==> src/rtl/pfa_pkg.sv <==
// ---------------------------------------------------------------------------
// pfa_pkg: shared types and constants for the paged frame allocator
// Command and status codes, field widths and parameter defaults.
// ---------------------------------------------------------------------------
package pfa_pkg;

    localparam int CMD_W      = 2;
    localparam int SLOT_W     = 4;
    localparam int SIZE_W     = 19;
    localparam int ADDR_W     = 18;
    localparam int PS_W       = 13;
    localparam int STATUS_W   = 2;
    localparam int NRES_W     = 7;

    localparam int DEF_NUM_FRAMES = 64;
    localparam int DEF_NUM_PROCS  = 16;

    localparam logic [PS_W-1:0]   PAGE_SIZE_RESET = 13'd64;
    localparam logic [PS_W-1:0]   PAGE_SIZE_MAX   = 13'd4096;
    localparam logic [NRES_W-1:0] MAX_RESULTS     = 7'd64;

    typedef enum logic [CMD_W-1:0] {
        CMD_RESIZE = 2'd0,
        CMD_READ   = 2'd1,
        CMD_WRITE  = 2'd2,
        CMD_BAD    = 2'd3
    } cmd_t;

    typedef enum logic [STATUS_W-1:0] {
        ST_OK    = 2'd0,
        ST_SHORT = 2'd1,
        ST_ERR   = 2'd2,
        ST_RSVD  = 2'd3
    } status_t;

endpackage

==> src/rtl/pfa_div.sv <==
// ---------------------------------------------------------------------------
// pfa_div: restoring divider, one quotient bit per cycle
// Divides a 19-bit value by the 13-bit page size; done pulses when finished.
// ---------------------------------------------------------------------------
module pfa_div (
    input  logic                      clk,
    input  logic                      rst_n,
    input  logic                      start,
    input  logic [pfa_pkg::SIZE_W-1:0] dividend,
    input  logic [pfa_pkg::PS_W-1:0]   divisor,
    output logic                      done,
    output logic [pfa_pkg::SIZE_W-1:0] quotient,
    output logic [pfa_pkg::PS_W-1:0]   remainder
);
    import pfa_pkg::*;

    localparam int CNT_W = $clog2(SIZE_W + 1);

    logic [SIZE_W-1:0] quo_reg;
    logic [PS_W-1:0]   rem_reg;
    logic [PS_W-1:0]   dvs_reg;
    logic [CNT_W-1:0]  cnt_reg;
    logic              run_reg;
    logic              done_reg;
    logic [PS_W:0]     trial;
    logic              fits;

    assign trial = {rem_reg, quo_reg[SIZE_W-1]};
    assign fits  = trial >= {1'b0, dvs_reg};

    // control
    always_ff @(posedge clk or negedge rst_n)
    begin
        if (!rst_n)
        begin
            run_reg  <= 1'b0;
            done_reg <= 1'b0;
            cnt_reg  <= '0;
        end
        else
        begin
            done_reg <= 1'b0;
            if (start)
            begin
                run_reg <= 1'b1;
                cnt_reg <= CNT_W'(SIZE_W);
            end
            else if (run_reg)
            begin
                cnt_reg <= cnt_reg - 1'b1;
                if (cnt_reg == CNT_W'(1))
                begin
                    run_reg  <= 1'b0;
                    done_reg <= 1'b1;
                end
            end
        end
    end

    // shift in one quotient bit per cycle
    always_ff @(posedge clk)
    begin
        if (start)
        begin
            quo_reg <= dividend;
            rem_reg <= '0;
            dvs_reg <= divisor;
        end
        else if (run_reg)
        begin
            quo_reg <= {quo_reg[SIZE_W-2:0], fits};
            rem_reg <= fits ? PS_W'(trial - {1'b0, dvs_reg}) : trial[PS_W-1:0];
        end
    end

    assign done      = done_reg;
    assign quotient  = quo_reg;
    assign remainder = rem_reg;

endmodule

==> config.mk <==
export PLATFORM = sky130hd
export DESIGN_NAME = pfa_div
export DESIGN_NICKNAME = d
export VERILOG_FILES = /design/src/rtl/pfa_pkg.sv /design/src/rtl/pfa_div.sv
export SDC_FILE = /design/constraint.sdc
export NUM_CORES = 1
export LEC_CHECK = 0
export BUFFER_PORTS_ARGS = -buffer_cell sky130_fd_sc_hd__buf_2
export CAP_MARGIN = 20
export CELL_PAD_IN_SITES_DETAIL_PLACEMENT = 1
export CELL_PAD_IN_SITES_GLOBAL_PLACEMENT = 2
export CORE_MARGIN = 1.5
export CORE_UTILIZATION = 34
export CTS_CLUSTER_SIZE = 8
export DETAILED_ROUTE_END_ITERATION = 7
export PLACE_DENSITY = 0.85
export SLEW_MARGIN = 40
export SYNTH_ARGS = -nofsm -noshare
export SYNTH_HDL_FRONTEND = slang
export SYNTH_SLANG_ARGS = --single-unit
==> constraint.sdc <==
create_clock -name clk -period 3 [get_ports clk]
set_input_delay 0.45 -clock clk [delete_from_list [all_inputs] [get_ports clk]]
set_output_delay 0.45 -clock clk [all_outputs]
set_load 0.01 [all_outputs]
==> results.toml <==
[global_routing]
grt_use_total_pct = 15.5
grt_pass1_vias = 2126
antenna_found_initial = 0
grt_pass1_wl_um = 10500
grt_start_max_net_pins = 49
grt_overflow = 0

[clocking]
clock_latency_ns = 0.30
cts_max_level = 2
cts_resized = 0
cts-buffers-inserted = 5
cts_tree = "yes"
cts_buffer_depth = 2
cts.sinks = 52
clk_pin_slew_ns = 0.10
root_buffer = "clkbuf_8"

[timing]
finalSetupViolations = 0
maxSlewViolCount = 0
relSlewSlack_pct = 61.0
fin_crit_ns = 2.45
max_freq_mhz = 409
finalHoldWorstSlack_ns = 0.316
finalCritPeriodShare_pct = 81.6
worst_slew_pin_slew_ns = 0.585
rsz0062_at_grt = "no"
fin_tns_setup_ns = 0
finalHoldViolations = 0
fin_skew_ns = 0.0117

[setup_path]
r2r_slack_ns = 0.55
critPathKind = "reg -> reg"
cp-end-kind = "flop"
cp-start-kind = "flop"
rr_worst_depth = 10
r2r-end = "remainder[0]"
worstPathRequired_ns = 3.21
r2r-start = "quotient[18]"
critical_path_arrival_ns = 2.66
path_max_fanout = 17

[pwr]
totalPowerFinal_mw = 2.46
leakagePower_nw = 1.48
ir_drop_mv = 0.224
power_density_mw_per_mm2 = 744

[route]
drc = 0
avgRoutedWirePerCell_um = 15.0
vias = 2010
dr.pass1.iters = 4
drtIter0Drc = 65
antenna_left = 0
post_drt_via_cell_ratio = 4.91
finalWirelength_um = 6150

[floorplanning]
rows = 32
fp.dieW_um = 92.4
initial_utilization_pct = 35.2
dieArea_mm2 = 0.00854
io_pins = 68
placeableCoreArea_mm2 = 0.00773
die_h_um = 92.4

[worst_hold_path]
hp-start = "divisor[9]"
hold_depth = 1
min_to = "dvs_reg[9]"
hold_path.class = "in -> reg"

[placement]
dp.cells = 400
dpl.hpwl_um = 4580
routabilityCongestion = 0.749
port_buffers = 67

[synthesis]
ys_types = 48
async_flop_share_pct = 13.5
synthCells = 234
yosys-top-cells-area = "edfxtp_1 35%, dfxtp_1 9.6%, mux2_2 8.3%, ha_1 6.9%, dfrtp_1 6.4%"
synth_top_cell_by_area = "edfxtp_1"
synth_top_area_share_pct = 35.3
synthFlopType = "edfxtp_1"
synth_most_common_cell = "edfxtp_1"
synth_fp_nets = 285
synth_warnings = 0
seq_area_frac_synth_pct = 51.4
ys_ff_latch = 52
ys_top_cells_by_count = "32 x edfxtp_1, 20 x mux2_2, 17 x inv_1, 16 x nand2_1, 16 x nor2_1"
synth-edff-count = 32
syn_area_mm2 = 0.00272
synth.avg_cell_area_um2 = 11.6

[layout]
nNetsFinal = 357
fill_cells = 874
fin_util_pct = 42.8
layout-drive-gt1-share_pct = 34.5
antenna_cells = 0
seq_area_mm2 = 0.00140
area_growth_pct = 21.7
layout.cells.non_filler = 409
multi_input_area_mm2 = 0.00122
largest_reg_flops = 19

[job]
drv_cap = 0

[status]
status = "finished, final reports clean"
per-layer routing:
| layer | GRT usage (%) | vias to the layer above | part of all wire, % |
|---|---|---|---|
| met5 | 0 | - | 0 |
| met4 | 4.10 | 0 | 0.67 |
| met3 | 3.28 | 4 | 3.6 |
| met2 | 26.3 | 31 | 50 |
| met1 | 20.1 | 977 | 46 |
| li1 | - | 998 | - |
layout make-up:
class	count	share of cell area, %
Sequential cell	52	42.2
Multi-Input combinational cell	155	36.9
Timing Repair Buffer	73	11.6
Tap cell	102	3.86
Clock buffer	6	2.19
Inverter	19	2.16
Clock inverter	2	1.17
per-stage QoR:
| step | cell area, um2 | setup WS [ns] |
|---|---|---|
| floorplan | 2720 | 0.582 |
| global placement | 3190 | 0.624 |
| detailed placement | 3190 | 0.548 |
| CTS | 3310 | 0.514 |
| global route | 3310 | 0.273 |
| finish | 3310 | 0.553 |
critical path: stages (launching register included):
cell and delay, ns:
edfxtp_1 0.40, inv_1 0.09, ha_1 0.17, inv_1 0.06
fa_1 0.40, a21o_1 0.23, o21ai_2 0.14, a211o_4 0.20
nand2_8 0.12, mux2_2 0.30, a211oi_1 0.25
cells by family (layout without fill, tap and decap cells):
| kind of cell | count (synthesis) | after routing | share of synthesized area, % |
|---|---|---|---|
| buf+inv | 27 | 100 | 3.87 |
| flops | 52 | 52 | 51.4 |
| compound gates | 44 | 44 | 12.2 |
| xor+xnor | 14 | 14 | 4.51 |
| simple gates | 56 | 56 | 10.3 |
| fa+ha+maj | 16 | 16 | 7.64 |
| mux | 25 | 25 | 10.1 |
power breakdown:
| part | switching [mW] | leakage [nW] | internal, mW |
|---|---|---|---|
| logic | 0.526 | 0.909 | 0.457 |
| registers | 0.0990 | 0.516 | 0.891 |
| clock network | 0.235 | 0.0558 | 0.252 |
worst max-delay path by stage:
stage | slack (ns) | end | startpoint
2_1_floorplan | 0.58 | remainder[8] | quotient[18]
5_1_grt | 0.27 | remainder[8] | quotient[18]
3_5_place_dp | 0.55 | remainder[8] | quotient[18]
3_3_place_gp | 0.62 | remainder[8] | quotient[18]
6_report | 0.55 | remainder[0] | quotient[18]
4_1_cts | 0.51 | remainder[8] | quotient[18]
repair_timing:
| action | in CTS | in global routing |
|---|---|---|
| hold endpoints to repair | 7 | 0 |
| buffers inserted | 0 | 0 |
| hold buffers | 1 | 0 |
cells in the final DEF, fill, tap and decap left out, types with 4 or more instances in the layout:
| master | count |
|---|---|
| ha_1 | 15 |
| buf_4 | 5 |
| mux2i_1 | 5 |
| and3_1 | 4 |
| buf_2 | 67 |
| dfxtp_1 | 13 |
| a211oi_1 | 7 |
| mux2_2 | 20 |
| dfrtp_1 | 7 |
| inv_1 | 17 |
| clkbuf_8 | 5 |
| xor2_1 | 8 |
| nor2_1 | 16 |
| edfxtp_1 | 32 |
| nand2_1 | 15 |
| a21oi_1 | 6 |
| a21o_1 | 5 |
| xnor2_1 | 6 |
| nand3_1 | 7 |
Note: power is estimated with default switching activity, not from simulation.
